File: src/design/drt_pkg.sv
`timescale 1ns / 1ps
package drt_pkg;

  localparam int unsigned TABLE_ENTRIES_DEF = 64;
  localparam int unsigned ADDR_W = 32;
  localparam int unsigned ADV_W = 16;
  localparam int unsigned CMD_W = 3;
  localparam int unsigned COST_W = 5;
  localparam int unsigned AGE_W = 6;

  localparam logic [COST_W-1:0] COST_INF = 5'd16;
  localparam logic [COST_W-1:0] COST_DIRECT = 5'd1;
  localparam logic [AGE_W-1:0] AGE_MAX = 6'd63;
  localparam logic [AGE_W-1:0] EXPIRE_RESET = 6'd12;

  // Command codes of the input channel
  localparam logic [CMD_W-1:0] CMD_ADVERTISE = 3'd0;
  localparam logic [CMD_W-1:0] CMD_LOOKUP = 3'd1;
  localparam logic [CMD_W-1:0] CMD_KEEPALIVE = 3'd2;
  localparam logic [CMD_W-1:0] CMD_TICK = 3'd3;
  localparam logic [CMD_W-1:0] CMD_LINK = 3'd4;

  typedef enum logic [2:0] {
    OP_ADV,
    OP_LOOKUP,
    OP_KEEP,
    OP_TICK,
    OP_LINK,
    OP_NONE
  } op_e;

  typedef struct packed {
    logic [CMD_W-1:0] cmd;
    logic [ADDR_W-1:0] dest_address;
    logic [ADV_W-1:0] adv_cost;
    logic [ADDR_W-1:0] source_address;
    logic link_up;
  } item_t;

  typedef struct packed {
    op_e op;
    item_t item;
  } qent_t;

  typedef struct packed {
    logic changed;
    logic found;
    logic [ADDR_W-1:0] next_hop;
    logic [COST_W-1:0] route_cost;
    logic table_full;
  } result_t;

  typedef enum logic [3:0] {
    S_IDLE,
    S_FIND_RD,
    S_FIND_CHK,
    S_APPLY,
    S_KA_RD,
    S_KA_CHK,
    S_AGE_RD,
    S_AGE_CHK,
    S_EXP_RD,
    S_EXP_CHK,
    S_INV_RD,
    S_INV_CHK,
    S_DONE
  } state_e;

  // Sort a command code into an operation
  function automatic op_e classify(input logic [CMD_W-1:0] cmd);
    op_e op;
    case (cmd)
      CMD_ADVERTISE: op = OP_ADV;
      CMD_LOOKUP: op = OP_LOOKUP;
      CMD_KEEPALIVE: op = OP_KEEP;
      CMD_TICK: op = OP_TICK;
      CMD_LINK: op = OP_LINK;
      default: op = OP_NONE;
    endcase
    return op;
  endfunction

endpackage

File: src/design/drt_if.sv
`timescale 1ns / 1ps
interface drt_in_if;
  logic valid;
  logic ready;
  logic [2:0] cmd;
  logic [31:0] dest_address;
  logic [15:0] adv_cost;
  logic [31:0] source_address;
  logic link_up;

  modport source (output valid, cmd, dest_address, adv_cost, source_address, link_up,
                  input ready);
  modport sink (input valid, cmd, dest_address, adv_cost, source_address, link_up,
                output ready);
endinterface


File: src/design/drt_cmd_fifo.sv
`timescale 1ns / 1ps
module drt_cmd_fifo
  import drt_pkg::*;
(
  input  logic   clk_i,
  input  logic   rst_ni,
  drt_in_if.sink in_ch,
  output logic   q_valid_o,
  output qent_t  q_entry_o,
  input  logic   q_pop_i
);

  qent_t      mem_q [2];
  logic       wr_ptr_q, rd_ptr_q;
  logic [1:0] cnt_q;
  logic       push, pop;
  item_t      item;

  assign in_ch.ready = (cnt_q != 2'd2);
  assign push = in_ch.valid && in_ch.ready;
  assign pop = q_pop_i && (cnt_q != 2'd0);
  assign q_valid_o = (cnt_q != 2'd0);
  assign q_entry_o = mem_q[rd_ptr_q];

  assign item = '{cmd: in_ch.cmd, dest_address: in_ch.dest_address,
                  adv_cost: in_ch.adv_cost, source_address: in_ch.source_address,
                  link_up: in_ch.link_up};

  // Store the classified transfer
  always_ff @(posedge clk_i) begin
    if (push) begin
      mem_q[wr_ptr_q] <= '{op: classify(in_ch.cmd), item: item};
    end
  end

  // Advance pointers and fill level
  always_ff @(posedge clk_i or negedge rst_ni) begin
    if (!rst_ni) begin
      wr_ptr_q <= 1'b0;
      rd_ptr_q <= 1'b0;
      cnt_q <= 2'd0;
    end else begin
      if (push) wr_ptr_q <= ~wr_ptr_q;
      if (pop) rd_ptr_q <= ~rd_ptr_q;
      cnt_q <= cnt_q + {1'b0, push} - {1'b0, pop};
    end
  end

endmodule

File: src/flat_wrapper.sv
// flat-port wrapper written by rule: the top's interface ports become plain ports
module drt_cmd_fifo_flat import drt_pkg::*;
  (clk_i, rst_ni, q_valid_o, q_entry_o, q_pop_i, in_ch_valid, in_ch_cmd, in_ch_dest_address, in_ch_adv_cost, in_ch_source_address, in_ch_link_up, in_ch_ready);
  drt_in_if in_ch_i ();
  input  logic clk_i;
  input  logic rst_ni;
  output logic q_valid_o;
  output qent_t q_entry_o;
  input  logic q_pop_i;
  input wire logic [$bits(in_ch_i.valid)-1:0] in_ch_valid;
  input wire logic [$bits(in_ch_i.cmd)-1:0] in_ch_cmd;
  input wire logic [$bits(in_ch_i.dest_address)-1:0] in_ch_dest_address;
  input wire logic [$bits(in_ch_i.adv_cost)-1:0] in_ch_adv_cost;
  input wire logic [$bits(in_ch_i.source_address)-1:0] in_ch_source_address;
  input wire logic [$bits(in_ch_i.link_up)-1:0] in_ch_link_up;
  output wire logic [$bits(in_ch_i.ready)-1:0] in_ch_ready;
  assign in_ch_i.valid = in_ch_valid;
  assign in_ch_i.cmd = in_ch_cmd;
  assign in_ch_i.dest_address = in_ch_dest_address;
  assign in_ch_i.adv_cost = in_ch_adv_cost;
  assign in_ch_i.source_address = in_ch_source_address;
  assign in_ch_i.link_up = in_ch_link_up;
  assign in_ch_ready = in_ch_i.ready;
  drt_cmd_fifo u_core (.clk_i(clk_i), .rst_ni(rst_ni), .in_ch(in_ch_i), .q_valid_o(q_valid_o), .q_entry_o(q_entry_o), .q_pop_i(q_pop_i));
endmodule
File: config.mk
export PLATFORM = sky130hd
export DESIGN_NAME = drt_cmd_fifo_flat
export DESIGN_NICKNAME = d
export VERILOG_FILES = /design/src/design/drt_pkg.sv /design/src/design/drt_if.sv /design/src/design/drt_cmd_fifo.sv /design/src/flat_wrapper.sv
export SDC_FILE = /design/constraint.sdc
export NUM_CORES = 1
export LEC_CHECK = 0
export BUFFER_PORTS_ARGS = -buffer_cell sky130_fd_sc_hd__buf_2
export CAP_MARGIN = 20
export CORE_MARGIN = 2
export CORE_UTILIZATION = 47
export CTS_CLUSTER_DIAMETER = 30
export DETAILED_ROUTE_END_ITERATION = 7
export HOLD_SLACK_MARGIN = 0.06
export PLACE_DENSITY = 0.75
export SYNTH_ARGS = -nofsm -noshare
export SYNTH_HDL_FRONTEND = slang
export SYNTH_SLANG_ARGS = --single-unit
File: constraint.sdc
create_clock -name clk_i -period 4.7 [get_ports clk_i]
set_clock_uncertainty 0.15 [all_clocks]
set_input_delay 0.94 -clock clk_i [delete_from_list [all_inputs] [get_ports clk_i]]
set_output_delay 0.94 -clock clk_i [all_outputs]
set_load 0.05 [all_outputs]
Word-level counts from Yosys, hierarchy flattened
Memories as Yosys holds them, arrays and structs flattened.
Index checks and enable logic that the tools add are counted.
- bitwise gates (word level): 2
- muxes and demuxes: 4
- equality and inequality tests: 5
- reduce and logical (&&, ||, !) cells: 4
- $add $sub $neg: 2
- operator list (cell ; number):
    3-bit case mux with 5 select lines ; 1
    3-bit by 2-bit == test with 1-bit output (second input constant) ; 2
    3-bit by 1-bit == test with 1-bit output (second input constant) ; 1
    3-bit == test (second input constant) ; 1
    3-bit zero test ; 1
    3-bit 2-to-1 mux ; 1
    2-bit by 1-bit adder with 2-bit output ; 1
    1-bit logical AND ; 2
    1-bit 2-to-1 mux ; 2
    2-bit != test (second input constant) ; 1
    1-bit inverter ; 2
    2-bit nonzero test ; 1
    2-bit by 1-bit subtractor with 2-bit output ; 1
- memories kept: 1
- logic and storage cells: 21
- memory bits (writable): 174
- register bits: 4
- memories (name ; depth ; bits a word ; rd ports ; clocked after Yosys merged registers in ; wr ports ; RTL line ; RTL):
    u_core.mem_q ; 2 ; 87 ; 1 ; 0 ; 1 ; drt_cmd_fifo.sv:13 ; qent_t mem_q [2];

Depth between registers and ports, before layout
Gate-level depths: netlist of the first run.
- depth after elaboration: 4
- gate-level depth with buffers: 7

Worst setup path before layout of the first run
OpenSTA, ideal clock, no wires.
- path kind: input-to-reg
- start point: input port in_ch_valid
- end point: memory u_core.mem_q[0][0] (netlist name) (enable)
- data required time: 4016 ps
- stages: 2
- path slack: -663 ps
- arrival time: 4679 ps
- cell sequence: nand2_1 nor2_1
- cells in the longest elaborated chain, start to end: 3
- RTL lines (item ; RTL line ; RTL):
    start: declaration ; flat_wrapper.sv:10 ; input wire logic [$bits(in_ch_i.valid)-1:0] in_ch_valid;
    1-bit logical AND ; drt_cmd_fifo.sv:20 ; assign push = in_ch.valid && in_ch.ready;
    1-bit 2-to-1 mux ; drt_cmd_fifo.sv:31 ; if (push) begin
    1-bit 2-to-1 mux (not written as such) ; drt_cmd_fifo.sv:32 ; mem_q[wr_ptr_q] <= '{op: classify(in_ch.cmd), item: item};
    end: declaration ; drt_cmd_fifo.sv:13 ;
No other way between the ends.

==> results by group, run 1 <==
Yosys
  – Top cell type's share of synthesized area: 0.795
  – Top_reg_cell synth: edfxtp_1
  – Distinct cells, synth: 19
  – Most common cell in the netlist: edfxtp_1
  – Post-synthesis async set-or-reset flop share: 0.0225
  – Post-Synthesis Cells: 293
  – FF+latch count, synth: roughly 180
  – Number of synthesized flops with an enable pin: 174
  – Mean Syn Cell Area: 22.4 µm²
  – Mapped Area: 0.00658 mm²
  – Synthesis Warnings: 0
  – Sequential share of the synthesized area: 0.810
  – Synthesized net count: ~380
  – Largest area contributor in the netlist: edfxtp_1
  – Post-synth top cells: edfxtp_1 (174), mux2_2 (67), mux2_4 (20)
  – Largest cells by area after synthesis: edfxtp_1 (79%), mux2_2 (11%), mux2_4 (4.6%)

Clocking
  – CTS tree: done
  – Setup repair bufs after CTS: 0
  – Clock Path Buffers: 2
  – Clock slew at reported path FFs: roughly 0.060 ns
  – Count of clock tree sinks: around 180
  – Post-CTS sizing: 0
  – CTS H-tree depth: 4
  – Root Buffer: clkbuf_16
  – Hold Buf Count CTS: 0
  – CTS buffer count: 17
  – Clk Latency, worst-skew pair: about 0.42 ns

STA
  – RSZ-0062 raised after global routing: no
  – FMAX: 294 MHz
  – Final setup viols: 0
  – Worst Tran Pin Value: between 1 and 1.5 ns
  – Final slew viol count: 0
  – Final TNS setup: 0 ns
  – Tmin final: ~3.4 ns
  – Period Utilization, post-route: 0.724
  – Final Hold Viols: 0
  – Relative slew slack: 0.313

Drt
  – WL per Instance: around 16 µm
  – Total wire length: about 11000 µm
  – Vias: about 3200
  – Final ANT Viol Nets: 0
  – DRT Pass-1 Iters: 4
  – DR vias/cell: 4.81
  – 1st-iter DRT viols: ~220
  – Drt drc: 0

GRT
  – Largest net degree at the start of global routing: 75
  – Overall Global Routing Usage: 0.151
  – Vias in the first global route: between 3000 and 4000
  – Grt peak-use layer: met2
  – Initial antenna violation count: 0
  – GR Layer Usage met1: 0.183
  – GRT overflow: 0
  – GRT met3 Usage: 0.0534
  – First-pass GRT wire length: about 17000 µm
  – M2 GR Usage: 0.244

Floorplanning
  – Die width: about 120 µm
  – Die Span Y: roughly 120 µm
  – Die area: ~0.015 mm²
  – Initial Util: 0.477
  – Core ar.: 0.0138 mm²
  – I/O Pins: 177
  – Site Rows: 43

Power and ir drop
  – P per Cell Area: 738 mW/mm²
  – P_leak: 3.12 nW
  – Largest vdd supply drop: around 0.7 mV

Finish
  – Util after Layout: 0.594
  – Fillers: around 1100
  – Share of layout cells above drive strength 1: 0.610
  – Synth-to-Final Area Change: 24.3%
  – Nets: about 570
  – Antenna cells: 0

Setup path
  – Worst r2r src: u_core.cnt_q[1]
  – Nature of the critical path endpoint: primary output
  – Crit path DAT: 2.31 ns
  – FF-to-FF path depth: 3
  – Critical-path maximum fanout: 41
  – Crit path kind: reg2out
  – R2R setup slack: ~2.4 ns
  – Worst path required time: approximately 3.6 ns
  – RR Endpoint: u_core.mem_q[1][4]
  – CP Launch Type: flip-flop

Hold path
  – Hold crit path type: in2async

Placement
  – IO Port Bufs: 176
  – Routability Congestion: 0.730
  – Detailed Place HPWL: 7190 µm

Status
  – Status: finished, final reports clean

Run
  – Maxcap violations: 0
-- kinds of logic (layout without fill, tap and decap cells) --
group / Yosys count / count (layout) / share of synthesized area
xor gates and xnor gates: 4 / 4 / 0.00533
muxes: 87 / 87 / 0.160
AOI/OAI and AO/OA: 1 / 1 / 0.00114
adders and majority gates: 2 / 2 / 0.00380
and+or+nand+nor: 7 / 7 / 0.00590
DFF: 178 / 178 / 0.810
buffers and inverters: 14 / 216 / 0.0137
-- sequential cells by signal, summed over array words and instances (netlist names) --
signal,flops
u_core.mem_q,174
u_core.cnt_q,2
u_core.rd_ptr_q,1
u_core.wr_ptr_q,1
-- cell type report --
class	count	area (µm²)	area share
flip-flops and latches	178	5330	0.652
multi-input cells	101	1170	0.144
repair buffers	181	918	0.112
clock buffers	17	425	0.0520
well taps	180	225	0.0275
clock inverters	15	93.8	0.0115
inverters	3	11.3	0.00138
-- stage by stage --
stage	hold slack, ns	total power, W	std cells	setup slack (ns)	area, µm²
finish	0.162	0.00604	675	1.30	8180
global route	0.140	0.00630	675	1.17	8180
CTS	0.147	0.00611	675	1.25	8180
detailed placement	0.337	0.00488	643	1.71	7660
global placement	0.327	0.00484	643	1.72	7660
floorplan	0.310	0.00440	293	0.800	6580
-- cells in the final DEF (no fill, tap or decap) --
cell          n
nor2b_1       1
buf_4         5
dfrtp_1       3
inv_6         2
a21o_1        1
or2_2         1
clkinv_1      2
xor2_1        1
xnor2_1       3
clkinv_4      1
mux2_4       20
clkbuf_16    17
nand2_1       1
and3_4        1
ha_1          2
clkinvlp_4    4
edfxtp_1    174
dfrtp_4       1
clkinv_2      6
nor2_4        1
inv_1         3
mux2_2       67
nand2b_1      1
and2_1        1
buf_2       176
-- worst max-delay path, stage by stage (launching register included) --
cell and delay [ns]:
dfrtp_4 0.81, buf_4 0.46, mux2_2 0.39, buf_2 0.21
-- worst max path at each step --
stage	startpoint	end	slack (ns)
3_5_place_dp	u_core.rd_ptr_q	q_entry_o[42]	1.71
5_1_grt	u_core.rd_ptr_q	q_entry_o[44]	1.17
6_report	u_core.rd_ptr_q	q_entry_o[42]	1.30
3_3_place_gp	u_core.rd_ptr_q	q_entry_o[43]	1.72
4_1_cts	u_core.rd_ptr_q	q_entry_o[42]	1.25
2_1_floorplan	in_ch_valid	u_core.mem_q[0][0]	0.80
-- where the power goes --
group	internal (W)	total, W	leakage [nW]	switching (W)
sequential	0.00218	0.00233	1.66	0.000154
combinational	0.000710	0.00248	1.21	0.00177
clock	0.000668	0.00122	0.250	0.000554
total	0.00355	0.00604	3.12	0.00248
-- routing by layer --
metal | wire, µm | vias to the layer above | share of wire
li1 | - | 1535 | -
met1 | 4530 | 1584 | 0.42
met2 | 5450 | 113 | 0.50
met3 | 722 | 15 | 0.066
met4 | 178 | 0 | 0.016
met5 | 0 | - | 0
Note: power is estimated with default switching activity, not from simulation.
==> run 2: changes to the inputs <==
--- a/config.mk
+++ b/config.mk
@@ -8,11 +8,11 @@
 export BUFFER_PORTS_ARGS = -buffer_cell sky130_fd_sc_hd__buf_2
 export CAP_MARGIN = 20
 export CORE_MARGIN = 2
-export CORE_UTILIZATION = 47
+export CORE_UTILIZATION = 52
 export CTS_CLUSTER_DIAMETER = 30
 export DETAILED_ROUTE_END_ITERATION = 7
 export HOLD_SLACK_MARGIN = 0.06
-export PLACE_DENSITY = 0.75
+export PLACE_DENSITY = 0.79
 export SYNTH_ARGS = -nofsm -noshare
 export SYNTH_HDL_FRONTEND = slang
 export SYNTH_SLANG_ARGS = --single-unit
==> constraint.sdc (replaced) <==
create_clock -name clk_i -period 3.45 [get_ports clk_i]
set_clock_uncertainty 0.15 [all_clocks]
set_input_delay 0.69 -clock clk_i [delete_from_list [all_inputs] [get_ports clk_i]]
set_output_delay 0.69 -clock clk_i [all_outputs]
set_load 0.05 [all_outputs]
==> results by group, run 2 (synthesis results as in run 1) <==
Status
  – Status: finished, final reports clean

Setup path
  – CP Depth: 3 (unchanged)
  – Worst r2r src: u_core.cnt_q[1]
  – Worst path bufs/invs: 2 (unchanged)
  – Worst path required time: 2.61 ns (-1.00 ns)
  – Crit path kind: reg2out
  – Nature of the critical path endpoint: primary output
  – CP Launch Type: flip-flop
  – Max stage delay on crit path: 0.42 ns (-0.39 ns)
  – Crit path DAT: 1.95 ns (-0.36 ns)
  – Slowest CP cell: dfrtp_4
  – Critical-path maximum fanout: 88 (+110%)
  – FF-to-FF path depth: 7 (+4)
  – Crit path cell chain: buf_12, mux2_2, buf_2
  – Crit-path leading delay family: buffers and inverters
  – Critical Path Start: u_core.rd_ptr_q

Clocking
  – Count of clock tree sinks: 178 (unchanged)
  – CTS H-tree depth: 4 (unchanged)
  – Root Buffer: clkbuf_16
  – CTS tree: done
  – Setup repair bufs after CTS: 0 (unchanged)
  – Clk Latency, worst-skew pair: 0.41 ns (about the same)
  – CTS buffer count: 17 (unchanged)
  – Hold Buf Count CTS: 1 (+1)
  – Clock slew at reported path FFs: 0.06 ns (about the same)
  – Clock Path Buffers: 2 (unchanged)
  – Post-CTS sizing: 0 (unchanged)

Floorplanning
  – Core ar.: 0.0125 mm² (-9.5%)
  – Die area: 0.0136 mm² (-9.3%)
  – Initial Util: 0.528 (+0.0501)
  – Die width: 116 µm (-4.8%)
  – Die Span Y: 116 µm (-4.8%)
  – I/O Pins: 177 (unchanged)
  – Site Rows: 41 (-4.7%)

GRT
  – M2 GR Usage: 0.273 (+0.0291)
  – First-pass GRT wire length: 16300 µm (-1.4%)
  – Initial antenna violation count: 0 (unchanged)
  – GRT met3 Usage: 0.0576 (+0.00416)
  – Vias in the first global route: 3279 (-2.8%)
  – GRT overflow: 0 (unchanged)
  – Grt peak-use layer: met2
  – GR Layer Usage met1: 0.197 (+0.0140)
  – Overall Global Routing Usage: 0.165 (+0.0144)
  – Largest net degree at the start of global routing: 89 (+19%)

Drt
  – Final ANT Viol Nets: 0 (unchanged)
  – WL per Instance: 16.8 µm (+4.0%)
  – DRT Pass-1 Iters: 7 (+3)
  – 1st-iter DRT viols: 184 (-17%)
  – Vias: 3269 (+0.68%)
  – Total wire length: 11100 µm (+2.4%)
  – Drt drc: 0 (unchanged)
  – DR vias/cell: 4.92 (+2.2%)

Run
  – Maxcap violations: 0 (unchanged)

STA
  – Period Utilization, post-route: 0.809
  – Final setup viols: 0 (unchanged)
  – Tmin final: about 2.8 ns
  – Relative slew slack: 0.588 (+0.275)
  – Worst Tran Pin Value: 0.618 ns (-0.412 ns)
  – Final slew viol count: 0 (unchanged)
  – RSZ-0062 raised after global routing: no
  – Final Hold Viols: 0 (unchanged)
  – FMAX: between 300 and 400 MHz
  – Final TNS setup: 0 ns (unchanged)

Finish
  – Share of layout cells above drive strength 1: 0.602 (-0.00767)
  – Antenna cells: 0 (unchanged)
  – Util after Layout: 0.658 (+0.0647)
  – Largest registers: u_core.mem_q: 174 flops, u_core.cnt_q: 2 flops
  – Largest reg by FF count: u_core.mem_q
  – Max reg flops: 174 (unchanged)
  – Most common cell after layout, fill and taps aside: buf_2
  – Most frequent cells in the layout: buf_2 (176), edfxtp_1 (174), mux2_2 (67)
  – Nets: 571 (-0.17%)
  – Synth-to-Final Area Change: 24.8%

Placement
  – IO Port Bufs: 176 (unchanged)
  – Routability Congestion: 0.713 (-2.4%)
  – Detailed Place HPWL: 7220 µm (+0.38%)

Hold path
  – Hold Path Origin: in_ch_dest_address[19]
  – Hold crit path type: in2reg
  – Hold Path Stages: 1

Power and ir drop
  – P_leak: 3.13 nW (+0.29%)
  – P per Cell Area: 1010 mW/mm² (+37%)
  – Largest vdd supply drop: 0.573 mV (-16%)
run 2: cell types whose count changed in the layout (fill, tap and decap cells not counted), sizes merged:
cell	before	now
clkinvlp	4	3
dlygate4sd3	0	1
clkbuf	17	19
bufinv	0	1
inv	5	3
buf	181	179
clkinv	9	8
run 2: through the flow:
stage / cell area, µm² / hold WS (ns) / cells / worst slack [ns] / total power (W)
3_3_place_gp: 7670 / 0.332 / 633 / 1.14 / 0.00661
3_5_place_dp: 7670 / 0.349 / 633 / 1.12 / 0.00668
2_1_floorplan: 6590 / 0.244 / 293 / 0.537 / 0.00597
5_1_grt: 8210 / 0.284 / 665 / 0.608 / 0.00865
6_report: 8210 / 0.309 / 665 / 0.661 / 0.00831
4_1_cts: 8210 / 0.283 / 665 / 0.661 / 0.00840
run 2: worst paths after layout:
kind | end | slack (ns)
max | q_entry_o[86] | 0.66
min | u_core.mem_q[0][68] | 0.31
max reg2reg | u_core.cnt_q[1] | 1.42
min reg2reg | u_core.cnt_q[1] | 0.37
max in group asynchronous | u_core.rd_ptr_q | 2.53
min in group asynchronous | u_core.rd_ptr_q | 0.49
run 2: cell type report:
type	count	area [µm²]
multi-input combinational	101	1170
tap	172	215
clock buffer	19	433
fill	849	4260
sequential	178	5330
timing repair buffer	180	951
clock inverter	12	93.8
inverter	3	11.3
run 2: metal layers:
metal  wire, µm  vias to the layer above  share of wire
met5          0                        -              0
met4        165                        0          0.015
met3        746                       17          0.067
met2       5740                      117           0.52
met1       4490                     1599           0.40
li1           -                     1536              -
run 2: power breakdown:
part	switching, W	internal [W]
Sequential	0.000124	0.00296
Clock	0.000739	0.000976
Combinational	0.00252	0.000994
